===== config.mk =====
export PLATFORM = sky130hd
export DESIGN_NAME = curve_shape_classifier_core_flat
export DESIGN_NICKNAME = d
export VERILOG_FILES = /design/src/hdl/csc_pkg.sv /design/src/hdl/csc_req_if.sv /design/src/hdl/csc_rsp_if.sv /design/src/hdl/csc_ram.sv /design/src/hdl/curve_shape_classifier_core.sv /design/src/flat_wrapper.sv
export SDC_FILE = /design/constraint.sdc
export NUM_CORES = 2
export LEC_CHECK = 0
export BUFFER_PORTS_ARGS = -buffer_cell sky130_fd_sc_hd__buf_2
export CAP_MARGIN = 20
export CORE_AREA = 2 2 422 424
export DETAILED_ROUTE_END_ITERATION = 6
export DIE_AREA = 0 0 424 426
export PLACE_DENSITY = 0.55
export SETUP_SLACK_MARGIN = 0.2
export SLEW_MARGIN = 20
export SYNTH_ARGS = -nofsm -noshare
export SYNTH_HDL_FRONTEND = slang
export SYNTH_SLANG_ARGS = --single-unit
export TNS_END_PERCENT = 100

===== constraint.sdc =====
create_clock -name clock -period 11.04 [get_ports clock]
set_input_delay 0 -clock clock [delete_from_list [all_inputs] [get_ports clock]]
set_output_delay 0 -clock clock [all_outputs]
set_load 0.01 [all_outputs]

===== src/hdl/csc_pkg.sv =====
// Shared constants for the curve shape classifier: sizes, derived widths
// and result class codes. No dependencies.
`default_nettype none

package csc_pkg;

   localparam int MAX_SAMPLES   = 64;
   localparam int SAMPLE_BITS   = 16;
   localparam int SLOPE_SPAN    = 4;

   localparam int SAMPLE_IN_BITS = 16;
   localparam int CLASS_BITS     = 2;

   localparam int ADDR_BITS  = $clog2(MAX_SAMPLES);
   localparam int COUNT_BITS = $clog2(MAX_SAMPLES + 1);
   localparam int WIDE_BITS  = COUNT_BITS + 1;
   localparam int DIFF_BITS  = SAMPLE_BITS + 1;

   localparam logic [CLASS_BITS-1:0] CLASS_ONE_HUMP  = 2'd0;
   localparam logic [CLASS_BITS-1:0] CLASS_TWO_HUMPS = 2'd1;
   localparam logic [CLASS_BITS-1:0] CLASS_TAIL      = 2'd2;

   typedef logic [SAMPLE_BITS-1:0] sample_type;
   typedef logic signed [DIFF_BITS-1:0] diff_type;

endpackage

`default_nettype wire


===== src/hdl/csc_req_if.sv =====
// Request channel of the curve shape classifier: one sample per request.
// Depends on csc_pkg.
`default_nettype none

interface csc_req_if;
   import csc_pkg::*;

   logic                      valid;
   logic                      ready;
   logic [SAMPLE_IN_BITS-1:0] sample;
   logic                      last_sample;

   modport source (output valid, output sample, output last_sample, input ready);
   modport sink (input valid, input sample, input last_sample, output ready);
endinterface

`default_nettype wire


===== src/hdl/csc_rsp_if.sv =====
// Response channel of the curve shape classifier: one class per curve.
// Depends on csc_pkg.
`default_nettype none

interface csc_rsp_if;
   import csc_pkg::*;

   logic                  valid;
   logic                  ready;
   logic [CLASS_BITS-1:0] curve_class;
   logic                  overflowed;

   modport source (output valid, output curve_class, output overflowed, input ready);
   modport sink (input valid, input curve_class, input overflowed, output ready);
endinterface

`default_nettype wire


===== src/hdl/csc_ram.sv =====
// Generic RAM with one write port and two registered read ports.
// No dependencies.
`default_nettype none

module csc_ram #(
   parameter int WIDTH = 16,
   parameter int DEPTH = 64
) (
   input  wire logic                     clock,
   input  wire logic                     wr_en,
   input  wire logic [$clog2(DEPTH)-1:0] wr_addr,
   input  wire logic [WIDTH-1:0]         wr_data,
   input  wire logic [$clog2(DEPTH)-1:0] rd_addr_a,
   input  wire logic [$clog2(DEPTH)-1:0] rd_addr_b,
   output logic      [WIDTH-1:0]         rd_data_a,
   output logic      [WIDTH-1:0]         rd_data_b
);

   logic [WIDTH-1:0] mem_ff [DEPTH];

   always_ff @(posedge clock) begin
      if (wr_en) begin
         mem_ff[wr_addr] <= wr_data;
      end
      rd_data_a <= mem_ff[rd_addr_a];
      rd_data_b <= mem_ff[rd_addr_b];
   end

endmodule

`default_nettype wire


===== src/hdl/curve_shape_classifier_core.sv =====
// Curve shape classifier. Samples load at one per cycle; after the last one
// a sequencer drives one subtractor over the sample RAM, each step an address
// state, then a compare on the registered read data. The drop search, tail
// check and slope walk run before the response is registered. No requests
// are taken during that pass, and the finish state stalls while an earlier
// response still waits. Synchronous reset clears the control state only.
`default_nettype none

module curve_shape_classifier_core (
   input wire logic clock,
   input wire logic reset,
   csc_req_if.sink  req_chan,
   csc_rsp_if.source rsp_chan
);
   import csc_pkg::*;

   localparam logic [2:0] ST_LOAD    = 3'd0;
   localparam logic [2:0] ST_DROP_RD = 3'd1;
   localparam logic [2:0] ST_DROP_EV = 3'd2;
   localparam logic [2:0] ST_TAIL_RD = 3'd3;
   localparam logic [2:0] ST_TAIL_EV = 3'd4;
   localparam logic [2:0] ST_HUMP_RD = 3'd5;
   localparam logic [2:0] ST_HUMP_EV = 3'd6;
   localparam logic [2:0] ST_FINISH  = 3'd7;

   logic [2:0]            state_ff, state_in;
   logic [COUNT_BITS-1:0] count_ff, count_in;
   logic                  ovf_ff, ovf_in;
   logic [COUNT_BITS-1:0] idx_ff, idx_in;
   logic [COUNT_BITS-1:0] span_ff, span_in;
   logic [1:0]            phase_ff, phase_in;
   diff_type              prev_ff, prev_in;
   logic [CLASS_BITS-1:0] cls_ff, cls_in;
   logic                  rsp_valid_ff, rsp_valid_in;
   logic [CLASS_BITS-1:0] rsp_class_ff, rsp_class_in;
   logic                  rsp_ovf_ff, rsp_ovf_in;

   logic                  accept;
   logic                  full;
   logic                  wr_en;
   logic [WIDE_BITS-1:0]  idx_wide;
   logic [WIDE_BITS-1:0]  n_wide;
   logic [WIDE_BITS-1:0]  addr_a_wide;
   logic [WIDE_BITS-1:0]  addr_b_wide;
   sample_type            rd_a;
   sample_type            rd_b;
   diff_type              diff;

   assign accept = req_chan.valid && req_chan.ready;
   assign full   = (count_ff == COUNT_BITS'(MAX_SAMPLES));
   assign wr_en  = accept && !full;

   assign req_chan.ready       = (state_ff == ST_LOAD);
   assign rsp_chan.valid       = rsp_valid_ff;
   assign rsp_chan.curve_class = rsp_class_ff;
   assign rsp_chan.overflowed  = rsp_ovf_ff;

   assign idx_wide = {1'b0, idx_ff};
   assign n_wide   = {1'b0, count_ff};

   // Port A carries the later sample of each pair, port B the earlier one.
   always_comb begin
      case (state_ff)
         ST_DROP_RD: begin
            addr_a_wide = idx_wide + WIDE_BITS'(1);
            addr_b_wide = idx_wide;
         end
         ST_TAIL_RD: begin
            addr_a_wide = idx_wide;
            addr_b_wide = idx_wide - WIDE_BITS'(1);
         end
         ST_HUMP_RD: begin
            addr_a_wide = idx_wide + WIDE_BITS'(SLOPE_SPAN);
            addr_b_wide = idx_wide;
         end
         default: begin
            addr_a_wide = idx_wide;
            addr_b_wide = idx_wide;
         end
      endcase
   end

   csc_ram #(
      .WIDTH (SAMPLE_BITS),
      .DEPTH (MAX_SAMPLES)
   ) u_sample_ram (
      .clock     (clock),
      .wr_en     (wr_en),
      .wr_addr   (count_ff[ADDR_BITS-1:0]),
      .wr_data   (req_chan.sample[SAMPLE_BITS-1:0]),
      .rd_addr_a (addr_a_wide[ADDR_BITS-1:0]),
      .rd_addr_b (addr_b_wide[ADDR_BITS-1:0]),
      .rd_data_a (rd_a),
      .rd_data_b (rd_b)
   );

   // The one shared subtractor: a drop test, a rise test or a window slope.
   assign diff = $signed({1'b0, rd_a}) - $signed({1'b0, rd_b});

   always_comb begin
      state_in     = state_ff;
      count_in     = count_ff;
      ovf_in       = ovf_ff;
      idx_in       = idx_ff;
      span_in      = span_ff;
      phase_in     = phase_ff;
      prev_in      = prev_ff;
      cls_in       = cls_ff;
      rsp_class_in = rsp_class_ff;
      rsp_ovf_in   = rsp_ovf_ff;
      rsp_valid_in = rsp_valid_ff && !rsp_chan.ready;

      case (state_ff)
         ST_LOAD: begin
            if (accept) begin
               if (full) begin
                  ovf_in = 1'b1;
               end else begin
                  count_in = count_ff + COUNT_BITS'(1);
               end
               if (req_chan.last_sample) begin
                  idx_in   = '0;
                  state_in = ST_DROP_RD;
               end
            end
         end
         ST_DROP_RD: begin
            if (idx_wide + WIDE_BITS'(SLOPE_SPAN) < n_wide) begin
               state_in = ST_DROP_EV;
            end else begin
               // No drop: slopes cover everything that has a full window.
               if (n_wide > WIDE_BITS'(SLOPE_SPAN)) begin
                  span_in = count_ff - COUNT_BITS'(SLOPE_SPAN);
                  idx_in  = count_ff - COUNT_BITS'(SLOPE_SPAN - 1);
               end else begin
                  span_in = '0;
                  idx_in  = COUNT_BITS'(1);
               end
               state_in = ST_TAIL_RD;
            end
         end
         ST_DROP_EV: begin
            if (diff < 0) begin
               span_in  = idx_ff;
               idx_in   = idx_ff + COUNT_BITS'(2);
               state_in = ST_TAIL_RD;
            end else begin
               idx_in   = idx_ff + COUNT_BITS'(1);
               state_in = ST_DROP_RD;
            end
         end
         ST_TAIL_RD: begin
            if (idx_ff < count_ff) begin
               state_in = ST_TAIL_EV;
            end else begin
               idx_in   = '0;
               phase_in = 2'd0;
               state_in = ST_HUMP_RD;
            end
         end
         ST_TAIL_EV: begin
            if (diff > 0) begin
               cls_in   = CLASS_TAIL;
               state_in = ST_FINISH;
            end else begin
               idx_in   = idx_ff + COUNT_BITS'(1);
               state_in = ST_TAIL_RD;
            end
         end
         ST_HUMP_RD: begin
            if ((idx_ff < span_ff) && (phase_ff != 2'd3)) begin
               state_in = ST_HUMP_EV;
            end else begin
               cls_in   = (phase_ff == 2'd3) ? CLASS_TWO_HUMPS : CLASS_ONE_HUMP;
               state_in = ST_FINISH;
            end
         end
         ST_HUMP_EV: begin
            // Descent, then rise, then descent of successive slopes.
            if (idx_ff != '0) begin
               if (phase_ff == 2'd1) begin
                  if (prev_ff < diff) begin
                     phase_in = 2'd2;
                  end
               end else if (prev_ff > diff) begin
                  phase_in = phase_ff + 2'd1;
               end
            end
            prev_in  = diff;
            idx_in   = idx_ff + COUNT_BITS'(1);
            state_in = ST_HUMP_RD;
         end
         ST_FINISH: begin
            if (!rsp_valid_ff || rsp_chan.ready) begin
               rsp_valid_in = 1'b1;
               rsp_class_in = cls_ff;
               rsp_ovf_in   = ovf_ff;
               count_in     = '0;
               ovf_in       = 1'b0;
               state_in     = ST_LOAD;
            end
         end
         default: begin
            state_in = ST_LOAD;
         end
      endcase
   end

   always_ff @(posedge clock) begin
      if (reset) begin
         state_ff     <= ST_LOAD;
         count_ff     <= '0;
         ovf_ff       <= 1'b0;
         phase_ff     <= 2'd0;
         rsp_valid_ff <= 1'b0;
      end else begin
         state_ff     <= state_in;
         count_ff     <= count_in;
         ovf_ff       <= ovf_in;
         phase_ff     <= phase_in;
         rsp_valid_ff <= rsp_valid_in;
      end
   end

   always_ff @(posedge clock) begin
      idx_ff       <= idx_in;
      span_ff      <= span_in;
      prev_ff      <= prev_in;
      cls_ff       <= cls_in;
      rsp_class_ff <= rsp_class_in;
      rsp_ovf_ff   <= rsp_ovf_in;
   end

endmodule

`default_nettype wire


===== src/flat_wrapper.sv =====
// flat-port wrapper written by rule: the top's interface ports become plain ports
module curve_shape_classifier_core_flat import csc_pkg::*;
  (clock, reset, req_chan_valid, req_chan_sample, req_chan_last_sample, req_chan_ready, rsp_chan_valid, rsp_chan_curve_class, rsp_chan_overflowed, rsp_chan_ready);
  csc_req_if req_chan_i ();
  csc_rsp_if rsp_chan_i ();
  input wire logic clock;
  input wire logic reset;
  input wire logic [$bits(req_chan_i.valid)-1:0] req_chan_valid;
  input wire logic [$bits(req_chan_i.sample)-1:0] req_chan_sample;
  input wire logic [$bits(req_chan_i.last_sample)-1:0] req_chan_last_sample;
  output wire logic [$bits(req_chan_i.ready)-1:0] req_chan_ready;
  output wire logic [$bits(rsp_chan_i.valid)-1:0] rsp_chan_valid;
  output wire logic [$bits(rsp_chan_i.curve_class)-1:0] rsp_chan_curve_class;
  output wire logic [$bits(rsp_chan_i.overflowed)-1:0] rsp_chan_overflowed;
  input wire logic [$bits(rsp_chan_i.ready)-1:0] rsp_chan_ready;
  assign req_chan_i.valid = req_chan_valid;
  assign req_chan_i.sample = req_chan_sample;
  assign req_chan_i.last_sample = req_chan_last_sample;
  assign req_chan_ready = req_chan_i.ready;
  assign rsp_chan_valid = rsp_chan_i.valid;
  assign rsp_chan_curve_class = rsp_chan_i.curve_class;
  assign rsp_chan_overflowed = rsp_chan_i.overflowed;
  assign rsp_chan_i.ready = rsp_chan_ready;
  curve_shape_classifier_core u_core (.clock(clock), .reset(reset), .req_chan(req_chan_i), .rsp_chan(rsp_chan_i));
endmodule

# Yosys cells after proc, flatten, opt, wreduce, memory -nomap -nowiden
# Memory sizes are Yosys's and may differ from the RTL's. A register that Yosys moved wholly into a read port is not among the register bits.
# Cells that the tools add are included.
# Widths: inputs -> output; s select.
dict set report classes {
  add_sub_neg 10
  order_cmp 8
  eq_ne 25
  n_mux 45
  n_reduce_logical 23
}
# operator n
set op_table {}
lappend op_table {{$mux 7} 13}
lappend op_table {{$pmux 7 s6} 1}
lappend op_table {{$pmux 7 s2} 2}
lappend op_table {{$pmux 3 s8} 1}
lappend op_table {{$ne 2x2->1 const B} 9}
lappend op_table {{$gt 17x1->1 const B} 1}
lappend op_table {{$gt 17x17->1} 1}
lappend op_table {{$lt 17x1->1 const B} 1}
lappend op_table {{$lt 17x17->1} 1}
lappend op_table {{$sub 16x16->17} 1}
lappend op_table {{$mux 2} 8}
lappend op_table {{$add 7x1->7 const B} 2}
lappend op_table {{$lt 7x7->1} 2}
lappend op_table {{$eq 3x3->1 const B} 4}
lappend op_table {{$mux 3} 4}
lappend op_table {{$pmux 6 s2} 1}
lappend op_table {{$mux 1} 11}
lappend op_table {{$reduce_and 3->1} 3}
lappend op_table {{$add 7x3->8 const B} 1}
lappend op_table {{$lt 8x7->1} 1}
lappend op_table {{$ne 2x1->1 const B} 4}
lappend op_table {{$pmux 2 s2} 2}
lappend op_table {{$reduce_and 4->1} 2}
lappend op_table {{$reduce_bool 2->1} 4}
lappend op_table {{other kinds (25)} 31}
dict set report totals {
  register_bits 50
  ram_bits 1024
  in_bits 21
  output_inout_bits 5
  elab_cells 123
  mem_count 1
}
# name depth width rd rd_ports_with_merged_regs write_ports line_no
set mem_list {}
lappend mem_list {u_core.u_sample_ram.mem_ff 64 16 2 2 1 csc_ram.sv:19} ;# logic [WIDTH-1:0] mem_ff [DEPTH];

# Longest topological paths before layout
dict set report depth {
  ltp_word 6
  mapped_depth 18
  depth_no_buf 18
}

# Hierarchy
# Synthesis repeated with hierarchy kept, for this count alone.
dict set report unflattened {
  cells_unflattened 3109
  hier_area_um2 53371.2
}
# module n_inst cells_each area_each_um2 seq_area_each_um2
set modules_own_cells {}
lappend modules_own_cells {csc_ram 1 2582 48836.8 31390.1}
lappend modules_own_cells {curve_shape_classifier_core 1 527 4534.3 1361.3}

# Least setup slack after synthesis
# OpenSTA, ideal clock, no wires.
dict set report synth_path {
  path_type {reg-to-reg}
  from {register u_core.u_sample_ram.rd_data_a[0] (read register of u_core.u_sample_ram.mem_ff)}
  to {register u_core.phase_ff[1]}
  setup_ns 0.127
  arrival_time_ns 4.042
  t_required_ns 10.913
  setup_slack_ns 6.871
  path_stages_with_launch 18
  n_path_buf 0
  period_less_slack_ns 4.169
  cell_sequence {dfxtp_1 inv_1 ha_1 inv_1 fa_1 a211oi_1 nor3_1 o21ai_0 a21oi_1 o31a_1 or2_2 ha_1 and4_1 a22oi_1 a31oi_1 or4_1 and4_1 or3_1}
}
dict set report synth_via {
  elab_chain_len 4
  elab_cells_between_ends 6
  classes_between {add/sub: 1; order compare: 2; eq/ne: 2; reduce/logical: 1}
}
# item line_no
set synth_lines {}
lappend synth_lines {{start: declaration} csc_ram.sv:15} ;# output logic [WIDTH-1:0] rd_data_a,
lappend synth_lines {{$sub 16x16->17 (*)} curve_shape_classifier_core.sv:98} ;# assign diff = $signed({1'b0, rd_a}) - $signed({1'b0, rd_b});
lappend synth_lines {{$lt 17x17->1 / $gt 17x17->1 (equally long branches)} {curve_shape_classifier_core.sv:182, curve_shape_classifier_core.sv:185}}
lappend synth_lines {{$ne 3x3->1 (no source line) / $ne 3x1->1 (equally long branches)} -}
lappend synth_lines {{$reduce_and 5->1 (no source line) (*)} -}
lappend synth_lines {{end signal: assignment} curve_shape_classifier_core.sv:220} ;# phase_ff <= phase_in;
lappend synth_lines {{end: declaration} curve_shape_classifier_core.sv:31} ;# logic [1:0] phase_ff, phase_in;
# Every way passes the cells marked *; elsewhere a longest branch is shown, timed or not.
# A chain may end at the register's enable or synchronous reset.

# Final worst setup path
dict set report layout_path {
  from {register u_core.state_ff[0]}
  to {register u_core.u_sample_ram.rd_data_a[10] (read register of u_core.u_sample_ram.mem_ff)}
}
dict set report layout_via {
  elab_chain_len 2
  elab_cells_between_ends 3
  classes_between {eq/ne: 2; mux: 1}
}
# item line_no
set layout_lines {}
lappend layout_lines {{start: declaration} curve_shape_classifier_core.sv:26} ;# logic [2:0] state_ff, state_in;
lappend layout_lines {{start signal: assignment} curve_shape_classifier_core.sv:217} ;# state_ff <= state_in;
lappend layout_lines {{$eq 3x3->1 / $eq 3x1->1 (equally long branches)} curve_shape_classifier_core.sv:63} ;# case (state_ff)
lappend layout_lines {{$pmux 6 s2 (*)} curve_shape_classifier_core.sv:63}
# Marks and branches as above.

==> results.txt <==
* Outcome: finished, final reports clean
- Data arrival time of the critical path: 5.74 ns
- Counting I/O delays and the setup requirement, the final critical path takes 5.21 ns.
- Final weighted congestion of routability-driven global placement: 0.809
- Insertion delay to the later sink of the worst-skew pair: 0.77 ns
- Synthesis produced 2,863 cells.
- TritonCTS Sinks: 1,106
- Once detail routing completed, the nets flagged for antenna violations numbered 0.
- The synthesized design contains 1,106 register bits.
- Unique cell type count in the Yosys netlist: 63
- After detailed routing, the number of remaining DRC violations is 0.
- Worst r2r src: u_core.state_ff[0]
- Area inside the core boundary: 176,000 um^2
- Gates resized during post-CTS repair numbered 0.
- Synth Net Count: 2,951
* I/O Buffers: 25
* Half-perimeter wire length of the detailed placement result: 90.5 mm
- Average cell area after synthesis: 18.4 um^2
* Wire length of the first global-routing pass: 226 mm
* Worst setup path class: flop to flop
- For this design, the CTS-stage hold fixing added 18 buffers.
* Fin Setup TNS: 0 ns
* CP Buf/Inv Count: 2
* Die W: 424 um
* Die outline height: 426 um
* Via total after detailed routing: 29,900
* Final global-route overflow total: 0
* Sequential element share of the synthesized area: 0.623
- VDD IR max: 0.393 mV
* Vias/cell: 5.59
- Area post-placement: 56,000 um^2
* Tightest slew margin relative to the limit: 0.268
- Biggest fanout along the worst timing path: 91
* Startpoint Class: flop
- During I/O placement, the number of pins put on the boundary was 26.
- Synthesis warning total: 0
- Number of endpoints with negative hold slack in the final report: 0
- Setup clock skew after layout: 0.0661 ns
* Std cell rows: 154
- Leaving out fill and tap cells, the most frequent cell in the layout is edfxtp_1.
- For this design the ratio of total power to cell area is 299 nW/um^2.
- Final setup violation count: 0
- Design area: 60,100 um^2
- TritonCTS built the clock tree.
* Drt first-iter violations: 3,475
- Setup repair after global routing missed its margin: false
* Post-Synthesis Cell Area: 52,600 um^2
- Endpoint class of the critical path: flop
- For this configuration, the core starts out at a cell density of 0.299.
- Compared with the post-synthesis result, the final layout area differs by 14.4%.
- At the end of the flow, the number of nets in the layout was 3,003.
- STA puts the critical path data required time at 11.57 ns.
- Ordered cell list for the critical path: nand2b_1 -> nor2_1 -> xnor2_2 -> buf_12 -> buf_4 -> mux4_2 -> mux2i_1 -> mux2i_1 -> a32oi_1 -> o221ai_1
- Smallest setup slack after layout: 5.83 ns
- The initial antenna violation count was 2.
- Maximum level of the CTS H-tree: 3
* Most used cells in the layout excluding fill and tap cells: edfxtp_1 (1,060), mux4_2 (576), nand2_1 (256), clkbuf_16 (118), mux2i_1 (80)
* Maximum frequency from static timing analysis: 192 MHz
- For this run, the total global-route usage over all layers was measured as 0.174.
- Slew Limit Fails: 0
- Die Outline Area: 181,000 um^2
* Launch point of the worst path: u_core.state_ff[0]
- Prior to clock tree synthesis, the placed netlist has a worst setup slack of 6.00 ns.
- Max stage delay on crit path: 0.76 ns
- Max-cap violations in this run came to 0.
- The analysis attributes to cell leakage a power of 0.0191 uW.
- At the pin with the least slew margin, the transition time is 1.10 ns.
* Share of post-route cells with drive strength above 1: 0.311
- Total wire length: 158 mm
- CTS Buffer Depth: 3
- Async set-or-reset flop fraction in the synthesized netlist: 0
* CP top delay family: buffers and inverters
- Counting stages on the worst path, the most repeated cell is mux2i_1.
* Pin count of the biggest net entering global routing: 115
* Final period util: 0.472
- Path type of the worst min-delay path: input port to flop
- Clock-pin slew reported for the worst setup and hold paths after clock tree synthesis: 0.06 ns
- Once the clock tree was built, the setup fixing pass inserted 0 buffers.
- The synthesized design contains 1,060 enable-type register cells.
* Final-layout worst hold slack: 0.195 ns
* Critical-path top delay cell: buf_4
- TritonCTS created 116 clock buffers.
* Total iterations of the first detailed-routing run: 6
- The worst hold path begins at rsp_chan_ready.
- The cell sitting at the root of the clock tree is a clkbuf_16.
- In the final routed layout, each cell accounts on average for 29.6 um.
* Via count of the first global-routing pass: 30,000
* Predominant post-synthesis flop cell: edfxtp_1
-- cell type report --
class / instances / area (um^2)
clock inverters: 71 / 751
multi-input cells: 1506 / 19300
well taps: 2340 / 2930
clock buffers: 146 / 3110
inverters: 59 / 221
flip-flops and latches: 1106 / 32800
repair buffers: 126 / 1090
fillers: 16400 / 116000
diodes: 2 / 5.00
-- final timing paths --
path,endpoint,slack [ns],cells past startpoint
setup / recovery,u_core.u_sample_ram.rd_data_a[10],5.83,10
hold / removal,u_core.rsp_chan.valid,0.20,5
setup reg to reg,u_core.u_sample_ram.rd_data_a[10],5.83,10
hold reg to reg,u_core.rsp_chan.curve_class[1],0.42,0
-- synth_stat cells, types with 3 or more instances --
cell type  instances  area (um^2)
a2111oi_0          3         26.3
a211o_1            3         26.3
a211oi_1           6         45.0
a21boi_0           3         22.5
a21o_1            15          113
a21oi_1           28          140
a22oi_1           37          278
a31oi_1            8         50.1
a32oi_1           17          149
and3_1             6         37.5
and4_1             4         35.0
buf_1             22         82.6
buf_2             62          310
clkbuf_1         108          405
clkinv_1           3         11.3
dfxtp_1           46          921
edfxtp_1        1060        31800
ha_1              66          826
inv_1             56          210
mux2i_1           81          811
mux4_2           576        13000
nand2_1          256          961
nand2b_1          14         87.6
nand3_1           65          325
nand4_1           10         62.6
nor2_1           105          394
nor2b_1            9         56.3
nor3_1            14         70.1
nor4_1             5         31.3
o211ai_1           6         45.0
o21a_1             5         37.5
o21ai_0           52          260
o221ai_1          18          158
o31ai_1           11         82.6
or3_1              4         25.0
or4_1              4         30.0
xnor2_1           34          298
xor2_1            11         96.3
-- worst min-delay path, delay by kind of cell --
| family | cells | cell delay, ns |
|---|---|---|
| buf+inv | 2 | 0.61 |
| simple gates | 3 | 0.29 |
-- power by group --
part           internal [uW]  switching, uW  leakage [uW]
registers               4790            138       0.00992
logic                   3930           5120       0.00733
clock network           2280           1700       0.00189
-- logic make-up after synthesis --
logic type,count (synthesis),share of synthesized area
compound gates,232,0.0306
fa+ha+maj,67,0.0161
buf+inv,251,0.0194
xor+xnor,45,0.00749
flops,1106,0.623
simple gates,505,0.0416
mux,657,0.262
-- per-layer routing --
layer	vias up	wire length, um	global-route usage
met5	-	26	0
met4	4	4190	0.0476
met3	225	13600	0.0419
met2	1466	74900	0.277
met1	16100	65700	0.238
li1	12100	-	-
-- flip-flops by register name (all words and copies together), names as in the netlist --
register / cells
u_core.cls_ff: 2
u_core.count_ff: 7
u_core.idx_ff: 7
u_core.ovf_ff: 1
u_core.phase_ff: 2
u_core.prev_ff: 17
u_core.rsp_chan.curve_class: 2
u_core.rsp_chan.overflowed: 1
u_core.rsp_chan.valid: 1
u_core.span_ff: 7
u_core.state_ff: 3
u_core.u_sample_ram.mem_ff: 1024
u_core.u_sample_ram.rd_data_a: 16
u_core.u_sample_ram.rd_data_b: 16
-- through the flow --
stage	total power, uW	utilization	std cells
2_1_floorplan	11200	-	2863
3_3_place_gp	14200	0.319	5115
3_5_place_dp	14200	0.319	5115
4_1_cts	18100	0.342	5350
5_1_grt	18800	0.342	5354
6_report	18000	0.342	5356
No activity file was read; power rests on OpenSTA's default activity.
